--- config.mk ---
export PLATFORM = sky130hd
export DESIGN_NAME = midi_synced_lfo
export DESIGN_NICKNAME = d
export VERILOG_FILES = /design/src/rtl/msl_pkg.sv /design/src/rtl/msl_cfg.sv /design/src/rtl/msl_wave.sv /design/src/rtl/midi_synced_lfo.sv
export SDC_FILE = /design/constraint.sdc
export NUM_CORES = 1
export LEC_CHECK = 0
export BUFFER_PORTS_ARGS = -buffer_cell sky130_fd_sc_hd__buf_2
export CORE_MARGIN = 10
export CORE_UTILIZATION = 57
export CTS_BUF_LIST = sky130_fd_sc_hd__clkbuf_8
export CTS_CLUSTER_DIAMETER = 60
export CTS_CLUSTER_SIZE = 24
export DETAILED_ROUTE_END_ITERATION = 10
export PLACE_DENSITY = 0.85
export SLEW_MARGIN = 10
export SYNTH_ARGS = -nofsm -noshare
export SYNTH_HDL_FRONTEND = slang
export SYNTH_SLANG_ARGS = --single-unit
--- constraint.sdc ---
create_clock -name clk -period 8.2 [get_ports clk]
set_input_delay 1.64 -clock clk [delete_from_list [all_inputs] [get_ports clk]]
set_output_delay 1.64 -clock clk [all_outputs]
set_load 0.1 [all_outputs]
--- src/rtl/msl_pkg.sv ---
// ----------------------------------------------------------------------------
// msl_pkg
// Shared types, codes and waveform tables for the MIDI clock synced LFO.
// ----------------------------------------------------------------------------
`default_nettype none

package msl_pkg;

    localparam int PERIOD_POINTS = 24;
    localparam int CFG_INDEX_W   = 3;
    localparam int CFG_DATA_W    = 7;

    // MIDI realtime bytes
    localparam logic [7:0] RT_CLOCK    = 8'hF8;
    localparam logic [7:0] RT_START    = 8'hFA;
    localparam logic [7:0] RT_CONTINUE = 8'hFB;
    localparam logic [7:0] RT_STOP     = 8'hFC;

    typedef enum logic [CFG_INDEX_W-1:0] {
        REG_LFO_ENABLE = 3'd0,
        REG_WAVEFORM   = 3'd1,
        REG_AMPLITUDE  = 3'd2,
        REG_OFFSET     = 3'd3,
        REG_RATE       = 3'd4
    } reg_index_t;

    typedef enum logic [1:0] {
        WAVE_SINE     = 2'd0,
        WAVE_TRIANGLE = 2'd1,
        WAVE_SQUARE   = 2'd2,
        WAVE_RANDOM   = 2'd3
    } wave_t;

    typedef struct packed {
        logic       lfo_enable;
        wave_t      waveform;
        logic [6:0] amplitude;
        logic [6:0] offset;
        logic [3:0] rate;
    } cfg_t;

    function automatic logic [5:0] sine_quarter(input logic [2:0] q);
        logic [5:0] v;
        unique case (q)
            3'd0:    v = 6'h05;
            3'd1:    v = 6'h21;
            3'd2:    v = 6'h2E;
            3'd3:    v = 6'h37;
            3'd4:    v = 6'h3C;
            3'd5:    v = 6'h3F;
            default: v = 6'h00;
        endcase
        return v;
    endfunction

    function automatic logic [5:0] tri_quarter(input logic [2:0] q);
        logic [5:0] v;
        unique case (q)
            3'd0:    v = 6'h05;
            3'd1:    v = 6'h10;
            3'd2:    v = 6'h1C;
            3'd3:    v = 6'h28;
            3'd4:    v = 6'h33;
            3'd5:    v = 6'h3F;
            default: v = 6'h00;
        endcase
        return v;
    endfunction

endpackage

`default_nettype wire

--- src/rtl/msl_cfg.sv ---
// ----------------------------------------------------------------------------
// msl_cfg
// Configuration register file, written through its own valid/ready channel.
// ----------------------------------------------------------------------------
`default_nettype none

module msl_cfg
    import msl_pkg::*;
(
    input  wire logic                   clk,
    input  wire logic                   rst_n,
    input  wire logic                   cfg_valid,
    output      logic                   cfg_ready,
    input  wire logic [CFG_INDEX_W-1:0] cfg_index,
    input  wire logic [CFG_DATA_W-1:0]  cfg_data,
    output      cfg_t                   cfg
);

    cfg_t cfg_reg;

    assign cfg_ready = 1'b1;
    assign cfg        = cfg_reg;

    always_ff @(posedge clk or negedge rst_n)
    begin
        if (!rst_n)
        begin
            cfg_reg.lfo_enable <= 1'b0;
            cfg_reg.waveform   <= WAVE_SINE;
            cfg_reg.amplitude  <= 7'd127;
            cfg_reg.offset     <= 7'd64;
            cfg_reg.rate       <= 4'd0;
        end
        else if (cfg_valid)
        begin
            // out of range indexes are dropped
            unique case (cfg_index)
                REG_LFO_ENABLE: cfg_reg.lfo_enable <= cfg_data[0];
                REG_WAVEFORM:   cfg_reg.waveform   <= wave_t'(cfg_data[1:0]);
                REG_AMPLITUDE:  cfg_reg.amplitude  <= cfg_data[6:0];
                REG_OFFSET:     cfg_reg.offset     <= cfg_data[6:0];
                REG_RATE:       cfg_reg.rate       <= cfg_data[3:0];
                default:        ;
            endcase
        end
    end

endmodule

`default_nettype wire

--- src/rtl/msl_wave.sv ---
// ----------------------------------------------------------------------------
// msl_wave
// One waveform point: quarter table lookup, scaling, offset and clamping.
// ----------------------------------------------------------------------------
`default_nettype none

module msl_wave
    import msl_pkg::*;
(
    input  wire logic [4:0] phase,
    input  wire logic [6:0] sample,
    input  wire cfg_t       cfg,
    output      logic [6:0] value
);

    logic [2:0]  quarter_idx;
    logic        negative;
    logic [5:0]  table_val;
    logic [12:0] product;
    logic [6:0]  wave_mag;
    logic [7:0]  sum;

    // mirror the quarter index in the second and fourth quarters
    always_comb
    begin
        priority if (phase < 5'd6)
            quarter_idx = phase[2:0];
        else if (phase < 5'd12)
            quarter_idx = 3'(5'd11 - phase);
        else if (phase < 5'd18)
            quarter_idx = 3'(phase - 5'd12);
        else
            quarter_idx = 3'(5'd23 - phase);
    end

    assign negative  = (phase >= 5'd12);
    assign table_val = (cfg.waveform == WAVE_TRIANGLE) ? tri_quarter(quarter_idx)
                                                       : sine_quarter(quarter_idx);
    assign product   = 13'(cfg.amplitude) * 13'(table_val);

    always_comb
    begin
        unique case (cfg.waveform)
            WAVE_RANDOM:  wave_mag = sample;
            WAVE_SQUARE:  wave_mag = cfg.amplitude;
            default:      wave_mag = product[12:6];
        endcase
    end

    assign sum = 8'(wave_mag) + 8'(cfg.offset);

    always_comb
    begin
        if (!negative)
            value = sum[7] ? 7'd127 : sum[6:0];
        else
            value = (wave_mag > cfg.offset) ? 7'd0 : 7'(cfg.offset - wave_mag);
    end

endmodule

`default_nettype wire

--- src/rtl/midi_synced_lfo.sv ---
// ----------------------------------------------------------------------------
// midi_synced_lfo
// LFO stepped by MIDI realtime bytes, one point every rate*2+2 MIDI clock bytes.
// ----------------------------------------------------------------------------
// Usage:
//   in channel  : one MIDI realtime byte plus a random sample per transfer
//                 (in_valid / in_ready). Clock, start, continue and stop
//                 bytes are acted on, all other bytes are ignored.
//   out channel : lfo_value (out_valid / out_ready), sent only when a new
//                 point differs from the last value sent.
//   cfg channel : register writes (cfg_valid / cfg_ready, cfg_index,
//                 cfg_data), always ready, issued while the block is idle.
// Timing: out_valid shows a result in the cycle after its input transfer.
//   Throughput: one input per cycle unless stalled; all state updates
//   happen in the accepting cycle, the output register holds the result.
// Stall: while out_valid is held by a low out_ready, in_ready follows
//   out_ready, so a new input is taken in the cycle the result drains.
// Reset: stopped, counter and phase at zero, last value zero; registers
//   come up disabled, sine, amplitude 127, offset 64, rate 0.
// ----------------------------------------------------------------------------
`default_nettype none

module midi_synced_lfo
    import msl_pkg::*;
(
    input  wire logic                   clk,
    input  wire logic                   rst_n,
    input  wire logic                   in_valid,
    output      logic                   in_ready,
    input  wire logic [7:0]             realtime_byte,
    input  wire logic [6:0]             random_sample,
    output      logic                   out_valid,
    input  wire logic                   out_ready,
    output      logic [6:0]             lfo_value,
    input  wire logic                   cfg_valid,
    output      logic                   cfg_ready,
    input  wire logic [CFG_INDEX_W-1:0] cfg_index,
    input  wire logic [CFG_DATA_W-1:0]  cfg_data
);

    cfg_t cfg;

    logic       playing_reg, playing_next;
    logic       waiting_reg, waiting_next;
    logic       due_reg, due_next;
    logic [7:0] tick_reg, tick_next;
    logic [4:0] phase_reg, phase_next;
    logic [6:0] last_reg, last_next;
    logic       out_valid_reg, out_valid_next;
    logic [6:0] value_reg, value_next;

    logic       in_fire;
    logic [4:0] phase_mid;
    logic [6:0] point_value;
    logic       emit;

    msl_cfg u_cfg (
        .clk       (clk),
        .rst_n     (rst_n),
        .cfg_valid (cfg_valid),
        .cfg_ready (cfg_ready),
        .cfg_index (cfg_index),
        .cfg_data  (cfg_data),
        .cfg       (cfg)
    );

    msl_wave u_wave (
        .phase  (phase_mid),
        .sample (random_sample),
        .cfg    (cfg),
        .value  (point_value)
    );

    assign in_ready  = !out_valid_reg || out_ready;
    assign in_fire   = in_valid && in_ready;
    assign out_valid = out_valid_reg;
    assign lfo_value = value_reg;

    always_comb
    begin
        playing_next = playing_reg;
        waiting_next = waiting_reg;
        due_next     = due_reg;
        tick_next    = tick_reg;
        phase_mid    = phase_reg;
        phase_next   = phase_reg;
        last_next    = last_reg;
        emit         = 1'b0;

        if (in_fire)
        begin
            if (realtime_byte == RT_CLOCK)
            begin
                waiting_next = 1'b0;
                if (playing_reg)
                begin
                    tick_next = tick_reg - 8'd1;
                    if (tick_next == 8'd0)
                        due_next = 1'b1;
                end
            end
            else if (playing_reg)
            begin
                if (realtime_byte == RT_STOP)
                    playing_next = 1'b0;
            end
            else if (realtime_byte == RT_START || realtime_byte == RT_CONTINUE)
            begin
                if (realtime_byte == RT_START)
                    phase_mid = 5'd0;
                playing_next = 1'b1;
            end

            phase_next = phase_mid;

            // point computed from the phase left after this byte
            if (cfg.lfo_enable && due_next && !waiting_next)
            begin
                due_next     = 1'b0;
                waiting_next = 1'b1;
                phase_next   = (phase_mid >= 5'(PERIOD_POINTS - 1)) ? 5'd0 : phase_mid + 5'd1;
                tick_next    = {3'b000, cfg.rate, 1'b0} + 8'd2;
                if (point_value != last_reg)
                begin
                    emit      = 1'b1;
                    last_next = point_value;
                end
            end
        end
    end

    always_comb
    begin
        value_next = value_reg;
        if (emit)
            value_next = point_value;
        if (emit)
            out_valid_next = 1'b1;
        else if (out_ready)
            out_valid_next = 1'b0;
        else
            out_valid_next = out_valid_reg;
    end

    always_ff @(posedge clk or negedge rst_n)
    begin
        if (!rst_n)
        begin
            playing_reg   <= 1'b0;
            waiting_reg   <= 1'b0;
            due_reg       <= 1'b0;
            tick_reg      <= 8'd0;
            phase_reg     <= 5'd0;
            last_reg      <= 7'd0;
            out_valid_reg <= 1'b0;
        end
        else
        begin
            playing_reg   <= playing_next;
            waiting_reg   <= waiting_next;
            due_reg       <= due_next;
            tick_reg      <= tick_next;
            phase_reg     <= phase_next;
            last_reg      <= last_next;
            out_valid_reg <= out_valid_next;
        end
    end

    always_ff @(posedge clk)
    begin
        value_reg <= value_next;
    end

endmodule

`default_nettype wire

; ---- Word-level counts from Yosys, hierarchy flattened
; Index checks and enable logic that the tools add are counted.
[word_totals]
regBits = 52
output_inout_bits = 10
in_bits = 30
[classes]
bitwise = 1
order_cmp = 6
add_sub_neg = 8
muxes = 37
n_reduce_logical = 21
eq_ne = 17
n_mul = 1
[op_table]
columns = operator, count
row1 = $pmux W6 S6, 2
row2 = $mux W5, 8
row3 = $eq A8 B8 Y1 const B, 4
row4 = $mux W8, 3
row5 = $mux W7, 3
row6 = $mux W1, 16
row7 = $pmux W7 S2, 1
row8 = $mul A7 B6 Y13, 1
row9 = $eq A3 B2 Y1 const B, 4
row10 = $reduce_and A2 Y1, 6
row11 = $eq A3 B3 Y1 const B, 3
row12 = $mux W3, 3
row13 = $add A7 B7 Y8, 1
row14 = $logic_not A8 Y1, 1
row15 = $sub A8 B1 Y8 const B, 1
row16 = $gt A7 B7 Y1, 1
row17 = $ne A7 B7 Y1, 1
row18 = $sub A7 B7 Y7, 1
row19 = $add A5 B2 Y6 const B, 1
row20 = $eq A3 B1 Y1 const B, 2
row21 = $logic_not A3 Y1, 2
row22 = $mux W6, 1
row23 = $reduce_and A3 Y1, 2
row24 = $reduce_bool A2 Y1, 3
row25 = other kinds (15), 20

; ---- Longest topological paths before layout
[depth]
word_depth = 24
ltp_mapped = 35
depth_no_buf = 31

; ---- By module
; From an unflattened synthesis, not the netlist that was laid out.
[unflattened]
hier_cells = 563
area_unflattened_um2 = 5193.7
[modules_own_cells]
columns = mod, cells_each, n_inst, area_per_inst_um2, seq_area_each_um2
row1 = msl_wave, 329, 1, 2467.4, 0.0
row2 = midi_synced_lfo, 184, 1, 1844.3, 810.8
row3 = msl_cfg, 50, 1, 882.1, 535.5

; ---- Worst setup path after synthesis
; Ideal clock, no wire load.
[synth_path]
kind = in2reg
from = input out_ready
to = register last_reg[0]
t_arrival_ps = 9280
setup_slack_ps = -1208
setup_time_ps = 128
stages = 28
t_required_ps = 8072
path_cell_list = nand2b_1 > and4_1 > buf_2 > nor4_1 > nand2_1 > fa_1 > fa_1 > fa_1 > inv_1 > ha_1 > or4_1 > a31oi_1 > nor3_2 > a21oi_1 > o21ai_0 > a22o_1 > ha_1 > buf_4 > and3_1 > a2111o_1 > and2_4 > buf_6 > or3_1 > a2bb2oi_2 > or3_2 > nand4_2 > o31ai_4 > mux2_1
[synth_between]
elab_chain_cells = 17
[synth_lines]
columns = item, line_no
row1 = "start, declared", midi_synced_lfo.sv:33  ; input wire logic out_ready,
row2 = $logic_or A1 B1 Y1 *, midi_synced_lfo.sv:74  ; assign in_ready = !out_valid_reg || out_ready;
row3 = $logic_and A1 B1 Y1 *, midi_synced_lfo.sv:75  ; assign in_fire = in_valid && in_ready;
row4 = $mux W5, midi_synced_lfo.sv:90  ; if (in_fire)
row5 = $lt A5 B5 Y1 (tied with other cells), msl_wave.sv:30  ; else if (phase < 5'd18)
row6 = $mux W3, msl_wave.sv:30
row7 = $mux W3, msl_wave.sv:28  ; else if (phase < 5'd12)
row8 = $mux W3, msl_wave.sv:26  ; priority if (phase < 5'd6)
row9 = $eq A3 B3 Y1 (tied with other cells), "msl_pkg.sv:44, msl_pkg.sv:58"
row10 = "$pmux W6 S6, on equally long branches", "msl_pkg.sv:44, msl_pkg.sv:58"
row11 = $mux W6, msl_wave.sv:37  ; assign table_val = (cfg.waveform == WAVE_TRIANGLE) ? tri_quarter(quarter_idx)
row12 = $mul A7 B6 Y13, msl_wave.sv:39  ; assign product = 13'(cfg.amplitude) * 13'(table_val);
row13 = $pmux W7 S2, msl_wave.sv:43  ; unique case (cfg.waveform)
row14 = $add A7 B7 Y8 (tied with other cells), msl_wave.sv:50  ; assign sum = 8'(wave_mag) + 8'(cfg.offset);
row15 = "$mux W7, on equally long branches", "msl_wave.sv:55, msl_wave.sv:57"
row16 = $mux W7, msl_wave.sv:54  ; if (!negative)
row17 = $ne A7 B7 Y1, midi_synced_lfo.sv:123  ; if (point_value != last_reg)
row18 = $reduce_and A3 Y1 (no line), --
row19 = "end signal, assigned", midi_synced_lfo.sv:164  ; last_reg <= last_next;
row20 = "end, declared", midi_synced_lfo.sv:48  ; logic [6:0] last_reg, last_next;
; Every way passes the cells marked *; elsewhere a longest branch is shown, timed or not.
; A chain may end at the register's enable or synchronous reset.

; ---- Worst setup path after layout
[layout_path]
from = input realtime_byte[2]
to = register last_reg[0]
[layout_between]
elab_chain_cells = 21
[layout_lines]
columns = item, line_no
row1 = "start, declared", midi_synced_lfo.sv:30  ; input wire logic [7:0] realtime_byte,
row2 = "$eq A8 B8 Y1, on equally long branches", "midi_synced_lfo.sv:107, midi_synced_lfo.sv:109"
row3 = $mux W5 / $logic_or A1 B1 Y1 (equally long branches), "midi_synced_lfo.sv:109, midi_synced_lfo.sv:107"
row4 = $mux W5, midi_synced_lfo.sv:107  ; else if (realtime_byte == RT_START || realtime_byte == RT_CONTINUE)
row5 = $mux W5, midi_synced_lfo.sv:102  ; else if (playing_reg)
row6 = $mux W5, midi_synced_lfo.sv:92  ; if (realtime_byte == RT_CLOCK)
row7 = $mux W5 (2 in a row), midi_synced_lfo.sv:90
row8 = $lt A5 B5 Y1 (tied with other cells), msl_wave.sv:30
row9 = $mux W3, msl_wave.sv:30
row10 = [... 4 more ...], --
row11 = $mux W6, msl_wave.sv:37
row12 = $mul A7 B6 Y13, msl_wave.sv:39
row13 = $pmux W7 S2, msl_wave.sv:43
row14 = $add A7 B7 Y8 (tied with other cells), msl_wave.sv:50
row15 = "$mux W7, on equally long branches", "msl_wave.sv:55, msl_wave.sv:57"
row16 = $mux W7, msl_wave.sv:54
row17 = $ne A7 B7 Y1, midi_synced_lfo.sv:123
row18 = $reduce_and A3 Y1 (no line), --
; Several ways; a longest one is shown, not always the timed one. The select of a mux whose other input is x is not followed.

==> flow_summary.yaml <==
timing:
  fin_worst_skew_ps: 14.7
  grt_setup_unrepaired: "true"
  finalCritPeriodShare_pct: 104
  hold_violations: 0
  worst_pin_slew_ps: 984
  layout_min_cycle_time_ps: 8490
  worst_slack_ps: -292
  max_freq_ghz: 0.118
  setup_viol: 10
  slew_headroom_pct: 34.4
  setup_tns_ps: -2540
  slew_viol_final: 0
final_layout:
  fin_cells: 812
  finalNetCount: 792
  fill_cells: 568
  syn2layout_area_growth_pct: 24.8
  regArea_um2: 1350
  final_common_cell: "buf_4"
  final_cell_mix: "87 x buf_4, 63 x nand2_1, 37 x inv_1, 37 x dfrtp_1, 36 x buf_2"
  multi_input_area_um2: 3930
  final_cell_area_um2: 6540
  drive_gt1_share_pct: 33.7
  largest_register_ffs: 21
floorplanning:
  chipWidth_um: 116
  die-area_um2: 13400
  core-area_um2: 8850
  rows: 34
  die_h_um: 116
  boundaryPins: 40
  initial_core_util_pct: 59.2
setup_path:
  startpoint_type: "primary input"
  endpoint_kind: "flip-flop"
  regToRegSetupSlack_ps: 80
  cp.required_ps: 8410
  cp_common_cell: "fa_1"
  reg2regPathDepth: 30
  worstPathArrival_ps: 8700
  crit_path_top_delay_cell: "or4_4"
  critical_path_peak_fanout: 7
  slowest_delay_ps: 520
  r2r-end: "last_reg[0]"
  criticalPathCategory: "primary input to flip-flop"
  reg2reg_from: "phase_reg[2]"
synthesis:
  synth_area_leaders: "dfrtp_1 18%, ha_1 9.1%, fa_1 8.4%"
  synth_top_family_by_area: "simple AND/OR/NAND/NOR gates"
  synth_top_cell_by_area: "dfrtp_1"
  synth_edf_count: 7
  synth_simple_gate_area_share_pct: 21.6
  syn_area_um2: 5240
  synth-seq-cells: 52
  synth_mux_area_share_pct: 7.52
  syn_area_per_cell_um2: 8.75
  async_reset_ff_share_pct: 86.5
  syn_nets: 689
  yosys.area.top_type_share_pct: 17.7
  ys_seq_area_share_pct: 25.7
  yosys_warnings: 0
  syn_inst: 599
  synth_xor_area_share_pct: 3.51
  ys.flop_type: "dfrtp_1"
  synth_fa_ha_area_share_pct: 17.5
  synth_compound_area_share_pct: 18.4
  yosysUniqueCellTypes: 76
place:
  pre_cts_ws_ps: -523
  hpwl_mm: 10.9
  place_area_um2: 6100
  dp_cells: 791
  io_buffers: 38
  place_congestion: 0.971
hold_path:
  min_to: "waiting_reg"
  worstHoldStart: "waiting_reg"
  worst_hold_path.num_cells: 2
  hp-class: "flip-flop to flip-flop"
route:
  ant_nets: 0
  vias: 5156
  drc_errors: 0
  via_per_inst: 6.35
  drt_iter0_drc: 501
  wl_per_cell_um: 19.0
  drt_first_pass_iters: 6
  routed_wl_mm: 15.4
status:
  violations: "negative setup slack"
  status: "finished, violations left"
clock_network:
  clock_latency_ps: 320
  root_buffer: "clkbuf_8"
  cts_tree: "built"
  clk_pin_slew_ps: 100
  cts_made_buffers: 5
  htreeDepth: 2
  clockBufferDepth: 2
  clock-sinks: 52
global_route:
  grt_pass1_vias: 4999
  grt_max_degree: 46
  overflow: 0
  grt_pass1_wl_mm: 23.6
  grt_usage_pct: 21.2
  antenna_found_initial: 0
run:
  cap_violations: 0
-- synthesized netlist by cell type (all sizes together) (4+ instances only) --
master and count:
dfstp 8, ha 38, nor2b 6, and2 32, inv 41, nand2b 10
o21bai 7, a211oi 6, a21oi 41, mux2 27, clkbuf 18, nand3 14
nand4 4, nor3 15, fa 22, edfxtp 7, o21ai 31, o31ai 7
nor4 5, and3 7, and4 4, a31oi 4, mux2i 9, a21o 5
buf 13, nor3b 5, nand2 65, dfrtp 37, xnor2 14, nor2 34
xor2 7
-- repair_timing --
item                                    in CTS  in global routing
pin swaps                                    7                 38
gates resized for setup                     26                 31
buffers inserted                             7                  6
hold buffers                                 0                  0
gates cloned                                 0                  0
endpoints found under the setup margin      10                 10
-- metal layers --
layer  GRT usage, %  vias up  routed length [µm]
met5              0        -                   0
met4           6.09        0                 670
met3           2.53       77                 974
met2           39.1      262                7850
met1           25.2     2493                5950
li1               -     2324                   -
-- worst max-delay path, delay by kind of cell --
kind / cells / cell delay [ps]
AO/OA/AOI/OAI: 8 / 1880
adder cells (fa/ha/maj): 5 / 1810
buffers and inverters: 4 / 450
multiplexers: 1 / 330
AND/OR/NAND/NOR: 11 / 2570
-- stage by stage --
| stage | utilization [%] | hold WS [ps] |
|---|---|---|
| 5_1_grt | 73.8 | 563 |
| 3_5_place_dp | 69.0 | 486 |
| 6_report | 73.9 | 515 |
| 3_3_place_gp | 69.0 | 476 |
| 4_1_cts | 71.7 | 512 |
| 2_1_floorplan | - | 457 |
-- layout make-up --
class	instances	share of cell area, %
inverters	41	2.35
diodes	1	0.0383
well taps	108	2.07
repair buffers	127	13.5
clock buffers	5	1.05
flip-flops and latches	52	20.6
clock inverters	3	0.325
multi-input cells	475	60.1
-- how the worst max path moves through the flow --
stage,slack [ps],endpoint,startpoint
final,-290,last_reg[0],realtime_byte[2]
after global routing,-500,last_reg[0],realtime_byte[2]
after CTS,2,last_reg[0],realtime_byte[0]
after detailed placement,-520,last_reg[0],realtime_byte[0]
after global placement,-320,last_reg[1],realtime_byte[0]
after floorplan,-230,last_reg[0],out_ready
-- kinds of logic after synthesis --
kind of cell / Yosys count
xor+xnor: 21
flops: 52
simple gates: 216
mux: 36
compound gates: 141
fa+ha+maj: 60
other cells: 1
buf+inv: 72
Power is not shown: default switching activity piles up to over one toggle a cycle in this logic, so the estimate is an artifact.
